--- src/sv/six_pulse_scr_firing_sequencer_top_assert.svh ---
// Assertion macros used by the firing sequencer top module.
`ifndef SIX_PULSE_SCR_FIRING_SEQUENCER_TOP_ASSERT_SVH
`define SIX_PULSE_SCR_FIRING_SEQUENCER_TOP_ASSERT_SVH

// Same-cycle implication, disabled during reset.
`define SPSFS_ASSERT_NOW(lbl, clk, rst_n, ante, cons, msg) \
    lbl: assert property (@(posedge clk) disable iff (!rst_n) (ante) |-> (cons)) \
        else $error(msg);

// Next-cycle implication, disabled during reset.
`define SPSFS_ASSERT_NEXT(lbl, clk, rst_n, ante, cons, msg) \
    lbl: assert property (@(posedge clk) disable iff (!rst_n) (ante) |=> (cons)) \
        else $error(msg);

`endif

--- src/sv/spsfs_pkg.sv ---
// Types, register indexes and gate table of the six-pulse firing sequencer.
package spsfs_pkg;

    localparam int CFG_DATA_W  = 16;
    localparam int CFG_ADDR_W  = 3;
    localparam int INDEX_W     = 5;
    localparam int PHASE_W     = 3;
    localparam int BASE_W      = 16;
    localparam int STEP_W      = 12;
    localparam int PULSE_W     = 16;
    localparam int SPACING_W   = 16;
    localparam int GATE_W      = 6;
    // base + index * step fits in this many bits
    localparam int DELAY_W     = 18;

    // Configuration register indexes
    localparam logic [CFG_ADDR_W-1:0] REG_BASE_DELAY = 3'd0;
    localparam logic [CFG_ADDR_W-1:0] REG_DELAY_STEP = 3'd1;
    localparam logic [CFG_ADDR_W-1:0] REG_MAX_INDEX  = 3'd2;
    localparam logic [CFG_ADDR_W-1:0] REG_PULSE      = 3'd3;
    localparam logic [CFG_ADDR_W-1:0] REG_SPACING    = 3'd4;

    // Reset values of the configuration registers
    localparam logic [BASE_W-1:0]    BASE_DELAY_RST = 16'd448;
    localparam logic [STEP_W-1:0]    DELAY_STEP_RST = 12'd448;
    localparam logic [INDEX_W-1:0]   MAX_INDEX_RST  = 5'd17;
    localparam logic [PULSE_W-1:0]   PULSE_RST      = 16'd400;
    localparam logic [SPACING_W-1:0] SPACING_RST    = 16'd2776;

    // Phase of the last pair of the sequence
    localparam logic [PHASE_W-1:0]   PHASE_LAST     = 3'd6;

    typedef struct packed {
        logic zero_cross;
        logic step_up;
        logic step_down;
    } in_beat_t;

    typedef struct packed {
        logic [GATE_W-1:0] gate_drive;
        logic              sync_window;
    } out_beat_t;

    // Gate pair driven in each pulse phase
    function automatic logic [GATE_W-1:0] gate_pattern(input logic [PHASE_W-1:0] phase);
        logic [GATE_W-1:0] g;
        case (phase)
            3'd1:    g = 6'h21;
            3'd2:    g = 6'h03;
            3'd3:    g = 6'h06;
            3'd4:    g = 6'h0C;
            3'd5:    g = 6'h18;
            3'd6:    g = 6'h30;
            default: g = 6'h00;
        endcase
        return g;
    endfunction

endpackage

--- src/sv/six_pulse_scr_firing_sequencer_top.sv ---
// Six-pulse thyristor firing sequencer: angle index, delay and pair timers.
//
//  channel | direction | handshake            | payload
//  --------+-----------+----------------------+---------------------------
//  in      | input     | in_valid / in_ready  | in_data  (spsfs_pkg::in_beat_t)
//  out     | output    | out_valid/ out_ready | out_data (spsfs_pkg::out_beat_t)
//  cfg     | input     | cfg_we               | cfg_addr, cfg_data
//
// One beat per cycle sustained while out is not stalled; each result is held in the
// output register and appears in the cycle after its input beat is accepted.
// in_ready is high while the output register is empty or is being taken.
// A stall on out holds the result and, once the output register is full,
// holds off the next input beat. Reset clears the sequencer state and out_valid and
// loads the register defaults; there is no clearing pass.
module six_pulse_scr_firing_sequencer_top #(
    parameter int TIMER_WIDTH = 16
) (
    input  logic                                  clk,
    input  logic                                  rst_n,
    input  logic                                  in_valid,
    output logic                                  in_ready,
    input  spsfs_pkg::in_beat_t                   in_data,
    output logic                                  out_valid,
    input  logic                                  out_ready,
    output spsfs_pkg::out_beat_t                  out_data,
    input  logic                                  cfg_we,
    input  logic [spsfs_pkg::CFG_ADDR_W-1:0]      cfg_addr,
    input  logic [spsfs_pkg::CFG_DATA_W-1:0]      cfg_data
);

    `include "six_pulse_scr_firing_sequencer_top_assert.svh"

    localparam int SUM_W = (TIMER_WIDTH > spsfs_pkg::DELAY_W) ? TIMER_WIDTH
                                                              : spsfs_pkg::DELAY_W;
    localparam logic [SUM_W-1:0] TIMER_TOP = (SUM_W'(1) << TIMER_WIDTH) - SUM_W'(1);

    // Configuration registers
    logic [spsfs_pkg::BASE_W-1:0]    base_delay_reg;
    logic [spsfs_pkg::STEP_W-1:0]    delay_step_reg;
    logic [spsfs_pkg::INDEX_W-1:0]   max_index_reg;
    logic [spsfs_pkg::PULSE_W-1:0]   pulse_reg;
    logic [spsfs_pkg::SPACING_W-1:0] spacing_reg;

    // Sequencer state
    logic [spsfs_pkg::INDEX_W-1:0]   angle_reg,    angle_next;
    logic [spsfs_pkg::PHASE_W-1:0]   phase_reg,    phase_next;
    logic [TIMER_WIDTH-1:0]          interval_reg, interval_next;
    logic [TIMER_WIDTH-1:0]          width_reg,    width_next;
    logic                            waiting_reg,  waiting_next;
    logic                            active_reg,   active_next;

    // Output register
    logic                            out_valid_reg;
    spsfs_pkg::out_beat_t            out_data_reg, out_data_next;

    logic                            accept;
    logic [SUM_W-1:0]                delay_sum;
    logic [TIMER_WIDTH-1:0]          delay_load;
    logic [TIMER_WIDTH-1:0]          pulse_load;
    logic [TIMER_WIDTH-1:0]          spacing_load;
    logic                            fire;
    logic [spsfs_pkg::PHASE_W-1:0]   fire_phase;
    logic [spsfs_pkg::GATE_W-1:0]    gates;

    function automatic logic [TIMER_WIDTH-1:0] sat_timer(input logic [SUM_W-1:0] v);
        logic [TIMER_WIDTH-1:0] r;
        if (v > TIMER_TOP)
        begin
            r = TIMER_TOP[TIMER_WIDTH-1:0];
        end
        else
        begin
            r = v[TIMER_WIDTH-1:0];
        end
        return r;
    endfunction

    assign accept    = in_valid && in_ready;
    assign in_ready  = !out_valid_reg || out_ready;
    assign out_valid = out_valid_reg;
    assign out_data  = out_data_reg;

    // Write configuration registers
    always_ff @(posedge clk or negedge rst_n)
    begin
        if (!rst_n)
        begin
            base_delay_reg <= spsfs_pkg::BASE_DELAY_RST;
            delay_step_reg <= spsfs_pkg::DELAY_STEP_RST;
            max_index_reg  <= spsfs_pkg::MAX_INDEX_RST;
            pulse_reg      <= spsfs_pkg::PULSE_RST;
            spacing_reg    <= spsfs_pkg::SPACING_RST;
        end
        else if (cfg_we)
        begin
            case (cfg_addr)
                spsfs_pkg::REG_BASE_DELAY: base_delay_reg <= cfg_data;
                spsfs_pkg::REG_DELAY_STEP: delay_step_reg <= cfg_data[spsfs_pkg::STEP_W-1:0];
                spsfs_pkg::REG_MAX_INDEX:  max_index_reg  <= cfg_data[spsfs_pkg::INDEX_W-1:0];
                spsfs_pkg::REG_PULSE:      pulse_reg      <= cfg_data;
                spsfs_pkg::REG_SPACING:    spacing_reg    <= cfg_data;
                default:                   ;
            endcase
        end
    end

    // Advance the angle index, saturating at both ends
    always_comb
    begin
        angle_next = angle_reg;
        if (in_data.step_up)
        begin
            if (angle_next >= max_index_reg)
            begin
                angle_next = max_index_reg;
            end
            else
            begin
                angle_next = angle_next + spsfs_pkg::INDEX_W'(1);
            end
        end
        if (in_data.step_down && (angle_next != '0))
        begin
            angle_next = angle_next - spsfs_pkg::INDEX_W'(1);
        end
    end

    // Firing delay and saturated timer loads
    assign delay_sum    = SUM_W'(base_delay_reg) + SUM_W'(angle_next) * SUM_W'(delay_step_reg);
    assign delay_load   = sat_timer(delay_sum);
    assign pulse_load   = sat_timer(SUM_W'(pulse_reg));
    assign spacing_load = sat_timer(SUM_W'(spacing_reg));

    // Step the delay, pair and width timers for one tick
    always_comb
    begin
        interval_next = interval_reg;
        width_next    = width_reg;
        phase_next    = phase_reg;
        waiting_next  = waiting_reg;
        active_next   = active_reg;
        fire          = 1'b0;
        fire_phase    = phase_reg + spsfs_pkg::PHASE_W'(1);
        gates         = '0;
        if (in_data.zero_cross)
        begin
            // restart: load delay and drop the gates
            interval_next = delay_load;
            waiting_next  = 1'b1;
            active_next   = 1'b0;
            phase_next    = '0;
            width_next    = '0;
        end
        else
        begin
            if (waiting_reg || active_reg)
            begin
                if (interval_next != '0)
                begin
                    interval_next = interval_next - TIMER_WIDTH'(1);
                end
                if (interval_next == '0)
                begin
                    fire = 1'b1;
                    if (waiting_reg)
                    begin
                        waiting_next = 1'b0;
                        fire_phase   = spsfs_pkg::PHASE_W'(1);
                    end
                end
            end
            if (fire)
            begin
                phase_next = fire_phase;
                width_next = pulse_load;
                if (fire_phase >= spsfs_pkg::PHASE_LAST)
                begin
                    active_next   = 1'b0;
                    interval_next = '0;
                end
                else
                begin
                    active_next   = 1'b1;
                    interval_next = spacing_load;
                end
            end
            if (width_next != '0)
            begin
                gates      = spsfs_pkg::gate_pattern(phase_next);
                width_next = width_next - TIMER_WIDTH'(1);
            end
            if ((width_next == '0) && !active_next && !waiting_next)
            begin
                phase_next = '0;
            end
        end
        out_data_next.gate_drive  = gates;
        out_data_next.sync_window = waiting_next;
    end

    // Update state on each accepted beat
    always_ff @(posedge clk or negedge rst_n)
    begin
        if (!rst_n)
        begin
            angle_reg    <= '0;
            phase_reg    <= '0;
            interval_reg <= '0;
            width_reg    <= '0;
            waiting_reg  <= 1'b0;
            active_reg   <= 1'b0;
        end
        else if (accept)
        begin
            angle_reg    <= angle_next;
            phase_reg    <= phase_next;
            interval_reg <= interval_next;
            width_reg    <= width_next;
            waiting_reg  <= waiting_next;
            active_reg   <= active_next;
        end
    end

    // Hold the result beat until taken
    always_ff @(posedge clk or negedge rst_n)
    begin
        if (!rst_n)
        begin
            out_valid_reg <= 1'b0;
        end
        else if (accept)
        begin
            out_valid_reg <= 1'b1;
        end
        else if (out_ready)
        begin
            out_valid_reg <= 1'b0;
        end
    end

    always_ff @(posedge clk)
    begin
        if (accept)
        begin
            out_data_reg <= out_data_next;
        end
    end

    // Checks on sequencer state and result beats
    `SPSFS_ASSERT_NEXT(a_zc_opens_window, clk, rst_n, accept && in_data.zero_cross,
        out_valid_reg && out_data_reg.sync_window && (out_data_reg.gate_drive == '0),
        "zero crossing did not open the sync window with gates off")
    `SPSFS_ASSERT_NOW(a_gate_pair, clk, rst_n, out_valid_reg,
        ($countones(out_data_reg.gate_drive) == 0) ||
        ($countones(out_data_reg.gate_drive) == 2),
        "gate drive is not a pair")
    `SPSFS_ASSERT_NOW(a_wait_or_active, clk, rst_n, 1'b1,
        !(waiting_reg && active_reg),
        "delay wait and pair sequence active together")
    `SPSFS_ASSERT_NOW(a_phase_range, clk, rst_n, 1'b1,
        phase_reg <= spsfs_pkg::PHASE_LAST,
        "pulse phase beyond last pair")
    `SPSFS_ASSERT_NEXT(a_window_tracks_wait, clk, rst_n, accept,
        out_data_reg.sync_window == waiting_reg,
        "sync window does not follow delay wait")

endmodule

--- config.mk ---
export PLATFORM = sky130hd
export DESIGN_NAME = six_pulse_scr_firing_sequencer_top
export DESIGN_NICKNAME = d
export VERILOG_FILES = /design/src/sv/spsfs_pkg.sv /design/src/sv/six_pulse_scr_firing_sequencer_top.sv
export VERILOG_INCLUDE_DIRS = /design/src /design/src/sv
export SDC_FILE = /design/constraint.sdc
export NUM_CORES = 1
export LEC_CHECK = 0
export ABC_AREA = 0
export BUFFER_PORTS_ARGS = -buffer_cell sky130_fd_sc_hd__buf_2
export CORE_MARGIN = 2
export CORE_UTILIZATION = 55
export DETAILED_ROUTE_END_ITERATION = 6
export GPL_TIMING_DRIVEN = 1
export PLACE_DENSITY = 0.75
export SLEW_MARGIN = 15
export SYNTH_ARGS = -nofsm -noshare
export SYNTH_HDL_FRONTEND = slang
export SYNTH_SLANG_ARGS = --single-unit
--- constraint.sdc ---
create_clock -name clk -period 6.9 [get_ports clk]
set_input_delay 1.38 -clock clk [delete_from_list [all_inputs] [get_ports clk]]
set_output_delay 1.38 -clock clk [all_outputs]
set_load 0.05 [all_outputs]
==> results of run 1 <==
==> layer usage <==
metal / GRT usage (%) / vias up / wire (um)
met5: 0 / - / 0
met4: 10.5 / 0 / 628
met3: 6.36 / 45 / 1280
met2: 41.3 / 254 / 9950
met1: 36.2 / 3541 / 9500
li1: - / 3272 / -
==> placed cells by master (no fill, tap or decap), types with 6 or more instances in the layout <==
cell type / netlist / final
sky130_fd_sc_hd__dfrtp_1: 91 / 91
sky130_fd_sc_hd__nand2_1: 90 / 88
sky130_fd_sc_hd__inv_1: 83 / 82
sky130_fd_sc_hd__mux2_2: 61 / 61
sky130_fd_sc_hd__and2_1: 53 / 52
sky130_fd_sc_hd__nor2_1: 51 / 48
sky130_fd_sc_hd__fa_1: 45 / 43
sky130_fd_sc_hd__o21ai_0: 50 / 42
sky130_fd_sc_hd__buf_2: 5 / 34
sky130_fd_sc_hd__buf_4: 0 / 31
sky130_fd_sc_hd__ha_1: 34 / 29
sky130_fd_sc_hd__nor3_1: 26 / 23
sky130_fd_sc_hd__nand3_1: 23 / 22
sky130_fd_sc_hd__xnor2_1: 19 / 19
sky130_fd_sc_hd__dfstp_2: 17 / 17
sky130_fd_sc_hd__clkbuf_16: 0 / 17
sky130_fd_sc_hd__mux2i_1: 18 / 16
sky130_fd_sc_hd__a21oi_1: 20 / 16
sky130_fd_sc_hd__xor2_1: 12 / 12
sky130_fd_sc_hd__nand2b_1: 10 / 10
sky130_fd_sc_hd__a21o_1: 10 / 10
sky130_fd_sc_hd__a22o_1: 10 / 10
sky130_fd_sc_hd__o31ai_1: 10 / 9
sky130_fd_sc_hd__nor4_1: 9 / 9
sky130_fd_sc_hd__a211oi_1: 9 / 8
sky130_fd_sc_hd__nand4_1: 7 / 7
sky130_fd_sc_hd__edfxtp_1: 7 / 7
sky130_fd_sc_hd__nor2b_1: 6 / 6
sky130_fd_sc_hd__o21ai_1: 0 / 6
sky130_fd_sc_hd__a31oi_1: 7 / 6
sky130_fd_sc_hd__nor3b_1: 7 / 6
==> cells by family after synthesis <==
group                    share of synthesized area, %
buffers and inverters                            5.11
flip-flops                                       33.9
adder cells (fa/ha/maj)                          15.3
XOR/XNOR                                         3.33
AO/OA/AOI/OAI                                    13.1
multiplexers                                     10.0
AND/OR/NAND/NOR                                  19.2
==> cell type report <==
type,instances,area (um^2),share of cell area (%)
sequential,115,2930,29.2
timing repair buffer,67,425,4.23
multi-input combinational,676,5500,54.7
inverter,84,315,3.13
tap,211,264,2.62
clock inverter,12,186,1.85
clock buffer,20,437,4.34
==> how the worst max path moves through the flow <==
| stage | startpoint | endpoint | slack, ns | depth (start not counted) |
|---|---|---|---|---|
| final | max_index_reg[0]$_DFFE_PN1P_ | interval_reg[6]$_DFFE_PN0P_ | 0.27 | 30 |
| after detailed placement | max_index_reg[0]$_DFFE_PN1P_ | interval_reg[0]$_DFFE_PN0P_ | -0.13 | 27 |
| after floorplan | max_index_reg[0]$_DFFE_PN1P_ | interval_reg[12]$_DFFE_PN0P_ | 0.01 | 28 |
| after global routing | max_index_reg[0]$_DFFE_PN1P_ | interval_reg[1]$_DFFE_PN0P_ | -0.1 | 30 |
| after global placement | max_index_reg[0]$_DFFE_PN1P_ | interval_reg[2]$_DFFE_PN0P_ | 0.07 | 28 |
| after CTS | max_index_reg[0]$_DFFE_PN1P_ | interval_reg[0]$_DFFE_PN0P_ | 0.007 | 28 |
==> per-stage QoR <==
stage	std cells	instance area (um^2)
2_1_floorplan	906	8650
3_3_place_gp	1139	9110
3_5_place_dp	1139	9110
4_1_cts	1172	9760
5_1_grt	1185	10100
6_report	1185	10100
==> critical path, delay by kind of cell, from the launching register on <==
kind | cells | cell delay (ns)
DFF | 1 | 0.54
buffers and inverters | 3 | 0.33
adders and majority gates | 6 | 1.83
muxes | 2 | 0.52
and+or+nand+nor | 5 | 1.15
AOI/OAI and AO/OA | 14 | 2.09
==> timing repair <==
item | 4_1_cts | 5_1_grt
setup buffers | 0 | 12
endpoints found under the hold margin | 0 | 0
cloned | 1 | 1
gates resized for setup | 5 | 47
pin swaps | 1 | 27
setup endpoints to repair | 14 | 16
==> results.txt, run 1 <==
* Status: finished clean
- The worst register-to-register path begins at max_index_reg[0]$_DFFE_PN1P_.
- Hold timing on the final database bottoms out at a slack of ~0.5 ns.
- The worst hold path terminates at spacing_load[5]$_DFFE_PN0P_.
- Count of routing violations after the opening detailed-route iteration: ~500
* Cell mode on critical path: sky130_fd_sc_hd__a21o_1
* Post-DP HPWL: 15000 um
- The core region is 15300 um^2.
- Clock tree synthesis selected as its root buffer the cell sky130_fd_sc_hd__clkbuf_16.
* Post-synthesis net count: 1012
* Hold-fix buffer count after cts: 0
- Via count of the first global-routing pass: about 6800
* H-tree levels: 4
* Final Slew Violations: 0
- Horizontal die dimension: around 130 um
- Wire length of the first global-routing pass: about 35000 um
* Cell with the largest stage delay on the worst path: sky130_fd_sc_hd__dfstp_2
- Req. time, crit path: a little over 7 ns
- After synthesis, the most frequently instantiated cells are sky130_fd_sc_hd__dfrtp_1 (91), sky130_fd_sc_hd__nand2_1 (90), sky130_fd_sc_hd__inv_1 (83), sky130_fd_sc_hd__mux2_2 (61), sky130_fd_sc_hd__and2_1 (53).
- Across all register-to-register paths, the minimum setup slack is approximately 0.27 ns.
- Worst-Skew Late Latency: 0.42 ns
- TritonCTS Buffers: 17
- Cell accounting for the most synthesized area: sky130_fd_sc_hd__dfrtp_1
- Post-synth EDFFs: 7
- The die covers roughly 17000 um^2.
- Yosys warning count: 0
- The routed design has 21300 um of wire.
- Headroom to the max-slew limit came out at 32.6%.
- The clock passes through at most 2 buffers.
- Category of the most critical setup path: reg -> reg
- The number of antenna violations at the first check in global routing is 0.
* Data arrival time of the critical path: 6.89 ns
- Overall global routing resource usage: 26.6%
- The worst setup path is launched from a register.
* Routed wirelength normalized by instance count: between 15 and 20 um
* Via count: 7112
* Fraction of registers with async set/reset: 93.9%
* Achievable frequency: 0.151 GHz
- Routability-driven placement finished with a final weighted congestion of 0.942.
- The net count of the finished layout is 1067.
* Drt via density: ~6
* Number of filler instances in the final layout: approximately 1200
- Setup violations remaining at the end of the flow were counted as 0.
- Row generation in the floorplan step produced 45 rows.
* Number of cells traversed by the worst hold path: 1
* Most numerous cell in the Yosys netlist: sky130_fd_sc_hd__dfrtp_1
- In the routed design, unresolved DRC markers number 0.
- Input and output buffers added on the ports amount to 35.
- After synthesis, the mean cell area works out to 9.54 um^2.
- On the final layout, the worst clock skew is 0.00620 ns.
- Starting density of the core: 56.6%
* Area delta synth->final: 16.4%
- Counting flops and latches in the post-synthesis netlist gives 115.
* PnR worst setup slack: 0.265 ns
- Utilization of the core after routing: 65.9%
- Critical path capture point type: register
- Fraction of the cycle the final worst path needs: a little over nine tenths
- Area share of the leading cell type in the synthesized netlist: 26.3%
- Setup Total Neg Slack: 0 ns
- In this run the worst path has a maximum fanout of 5.
* Ant diodes: 0
- Pin count of the biggest net entering global routing: 57
- Clock-pin slew was measured on the worst setup and hold paths at 0.05 ns.
* Number of maximum-capacitance constraint violations: 0
- For this design the top-level I/O count stands at 36.
- The first TritonRoute pass finished after 5 iterations.
- Peak per-stage delay on the critical path: 0.54 ns
- Primary FF master, synth: sky130_fd_sc_hd__dfrtp_1
- Yosys attributes the largest share of cell area to sky130_fd_sc_hd__dfrtp_1 (26%), sky130_fd_sc_hd__fa_1 (10%), sky130_fd_sc_hd__mux2_2 (7.9%), sky130_fd_sc_hd__dfstp_2 (5.2%), sky130_fd_sc_hd__ha_1 (4.9%).
- At the pin with the least slew margin, the transition time is 1.01 ns.
* Final worst path period need: between 6 and 7 ns
* Post-Place Worst Slack: -0.129 ns
- Counting every instance in the synthesized netlist gives 906.
* Proportion of synthesized chip area in sequential cells: 33.9%
* Die extent in y: 129 um
- In this run the most critical hold path is launched from spacing_load[5]$_DFFE_PN0P_.
* Reg-to-reg critical path endpoint: interval_reg[6]$_DFFE_PN0P_
* FF-to-FF path depth: 30
* Count of antenna-violating nets left after detailed routing: 0
* HP Class: reg -> reg
- Global-route congestion overflow total: 0
- Cell area after synthesis: 8640 um^2
* Layout cell share with drive strength beyond 1: 23.7%
* Number of sinks on the clock net: between 100 and 150
- The hold violation total from the final report is 0.
- CTS tree: done
- Number of distinct library cell variants in the gate-level netlist after synthesis: 71
Power of run 1 is not shown: default switching activity piles up to over one toggle a cycle in this logic, so the estimate is an artifact.
==> inputs of run 2 (changes only) <==
--- a/config.mk
+++ b/config.mk
@@ -13,6 +13,7 @@
 export DETAILED_ROUTE_END_ITERATION = 6
 export GPL_TIMING_DRIVEN = 1
 export PLACE_DENSITY = 0.75
+export RECOVER_POWER = 25
 export SLEW_MARGIN = 15
 export SYNTH_ARGS = -nofsm -noshare
 export SYNTH_HDL_FRONTEND = slang
==> run 2 against run 1 <==
  * The run now ends with capacitance limit, slew limit left
  * Worst hold slack got worse by 0.0013 ns
  * Global-route usage did not move
  * Core utilization fell by 0.090 points
  * Final cell count did not move
  * Clock skew barely moved
  * Register-to-register slack barely moved
  * Clock-buffer cell count did not move
  * First-iteration DRC count fell by 5.9%
  * Sequential share of layout area barely moved
  * Die area did not move
  * Critical endpoint unchanged
  * Largest cell class unchanged
==> results.txt, run 2 (synthesis gave the netlist of run 1 again) <==
- Status: finished with violations (was finished clean)
- Failing checks: capacitance limit, slew limit
- TritonCTS Buffers: 17 (unchanged)
* HP Class: reg -> reg (unchanged)
- Antenna violations before repair: 0 (unchanged)
* Register Area: 2930 um^2 (unchanged)
- The vertical die dimension was 129 um (unchanged).
* Total count of hold-check failures in the final report: 0 (unchanged)
- Detailed Route WL: 21300 um (about the same)
- The global-route usage over all layers is 26.6% (unchanged).
- Req. time, crit path: 7.15 ns (about the same)
- Via count: 7075 (was 7112)
* Wire length of the first global-routing pass: 34500 um (unchanged)
- The summed negative setup slack over all endpoints was 0 ns (unchanged).
- Count of routing violations after the opening detailed-route iteration: 460 (was 489)
- The top-level I/O count came to 36 (unchanged).
- Final RePlAce weighted congestion: 0.942 (unchanged)
- Std-Cell Core Area: 15300 um^2 (unchanged)
- The launching element type of the critical path is a register (unchanged).
- The overall overflow remaining after global route was 0 (unchanged).
- Highest-count cells in the layout ignoring fill and taps: sky130_fd_sc_hd__dfrtp_1 (91), sky130_fd_sc_hd__nand2_1 (88), sky130_fd_sc_hd__inv_1 (82) (unchanged)
- The number of max-cap violations was 1 (was 0).
- Clock Tree Root: sky130_fd_sc_hd__clkbuf_16 (unchanged)
- Worst path buffer plus inverter count: 3 (unchanged)
* Drt via density: 5.97 (was 6.00)
* Final Slew Violations: 57 (was 0)
* Iteration count of the initial detailed-routing pass: 5 (unchanged)
- Slack of the worst reg-to-reg path: 0.27 ns (about the same)
- Worst-Skew Late Latency: 0.42 ns (about the same)
* Layout cell share with drive strength beyond 1: 23.3% (was 23.7%)
- Ant diodes: 0 (unchanged)
* Final worst path period need: 6.63 ns (about the same)
- Buffer depth of the longest clock path: 2 (unchanged)
- Worst relative slew slack: -104% (was 32.6%)
* Least-Margin Pin Slew: 3.05 ns (was 1.01 ns)
- The cell with the most instances on the worst path was sky130_fd_sc_hd__a21o_1 (unchanged).
* Utilization of the core after routing: 65.8% (was 65.9%)
* Pin count of the biggest net entering global routing: 57 (unchanged)
- H-tree levels: 4 (unchanged)
- The area growth from synthesis to layout was 16.2% (was 16.4%).
- The clock tree skew after final layout is 0.00621 ns (was 0.00620 ns).
* Number of sinks on the clock net: 115 (unchanged)
- Standard-cell row count: 45 (unchanged)
* Post-DP HPWL: 15000 um (unchanged)
- The TritonCTS clock tree was done (unchanged).
- The final net count came to 1067 (unchanged).
* Area occupied by multi-input gates: 5490 um^2 (was 5500 um^2)
- Peak per-stage delay on the critical path: 0.54 ns (about the same)
- The achievable clock frequency was 0.151 GHz (about the same).
- Starting density of the core: 56.6% (unchanged)
- The leading cell type in the layout, fill and taps excluded was sky130_fd_sc_hd__dfrtp_1 (unchanged).
* Endpoints failing setup: 0 (unchanged)
- Count of antenna-violating nets left after detailed routing: 0 (unchanged)
* Number of buffers inserted by port buffering: 35 (unchanged)
* Routed wirelength normalized by instance count: 18.0 um (about the same)
* Via count of the first global-routing pass: 6824 (unchanged)
- Horizontal die dimension: 129 um (unchanged)
- Data arrival time of the critical path: 6.89 ns (about the same)
* Full die area: 16700 um^2 (unchanged)
- The fill cell total of the finished layout was 1198 (was 1192).
- The number of DRC violations after detailed routing came to 0 (unchanged).
* Peak fanout along the critical path: 5 (unchanged)
- Cell with the largest stage delay on the worst path: sky130_fd_sc_hd__dfstp_2 (unchanged)
* Critical path capture point type: register (unchanged)
- The final clock period utilization by the worst path came to 96.1% (was 96.2%).
* Cell class contributing the biggest share of worst-path delay: compound AO/OA/AOI/OAI gates (unchanged)
- Clock-pin transition on the worst setup and hold timing paths: 0.05 ns (about the same)
- The kind of critical path was reg -> reg (unchanged).
run 2: cell count changes in the layout (fill, tap and decap cells not counted):
cell	before	now
sky130_fd_sc_hd__nor3_1	23	24
sky130_fd_sc_hd__nor3_2	3	2
sky130_fd_sc_hd__buf_4	31	29
sky130_fd_sc_hd__buf_2	34	33
sky130_fd_sc_hd__clkbuf_1	3	6
run 2: cell type report:
class	count	share of cell area, %
clock buffers	20	4.35
clock inverters	12	1.86
inverters	84	3.14
multi-input cells	676	54.7
flip-flops and latches	115	29.2
well taps	211	2.63
repair buffers	67	4.15
run 2: per-stage QoR:
stage / std cells / setup WS, ns / instance area (um^2) / hold WS [ns]
floorplan: 906 / 0.0143 / 8650 / 0.470
global placement: 1139 / 0.0693 / 9110 / 0.493
detailed placement: 1139 / -0.129 / 9110 / 0.505
CTS: 1172 / 0.00729 / 9760 / 0.515
global route: 1185 / -0.0983 / 10000 / 0.533
finish: 1185 / 0.266 / 10000 / 0.513
run 2: worst paths after layout:
path,from,to,cells after the start
min reg2reg,spacing_load[10]$_DFFE_PN0P_,spacing_load[10]$_DFFE_PN0P_,1
max in group asynchronous,rst_n,max_index_reg[1]$_DFFE_PN0P_,2
min,spacing_load[10]$_DFFE_PN0P_,spacing_load[10]$_DFFE_PN0P_,1
min in group asynchronous,rst_n,pulse_load[14]$_DFFE_PN0P_,1
max,max_index_reg[0]$_DFFE_PN1P_,interval_reg[6]$_DFFE_PN0P_,30
max reg2reg,max_index_reg[0]$_DFFE_PN1P_,interval_reg[6]$_DFFE_PN0P_,30
run 2: metal layers:
metal / share of wire, % / routed length, um / global-route usage, % / up-vias
li1: - / - / - / 3277
met1: 44 / 9480 / 36.2 / 3509
met2: 47 / 9980 / 41.3 / 242
met3: 5.9 / 1250 / 6.36 / 47
met4: 2.9 / 625 / 10.5 / 0
met5: 0 / 0 / 0 / -
run 2: repair_timing:
item | 4_1_cts | 5_1_grt
pin swaps | 1 | 27
hold endpoints to repair | 0 | 0
gates cloned | 1 | 1
resized for setup | 5 | 47
hold buffers | 0 | 0
setup endpoints to repair | 14 | 16
setup buffers | 0 | 12
run 2: worst reg2reg max path: cells and delay by family, from the launching register on:
family | cells | cell delay [ns]
simple gates | 5 | 1.15
mux | 2 | 0.52
compound gates | 14 | 2.10
buf+inv | 3 | 0.33
fa+ha+maj | 6 | 1.83
flops | 1 | 0.54
Power of run 2 is left out for the same reason.
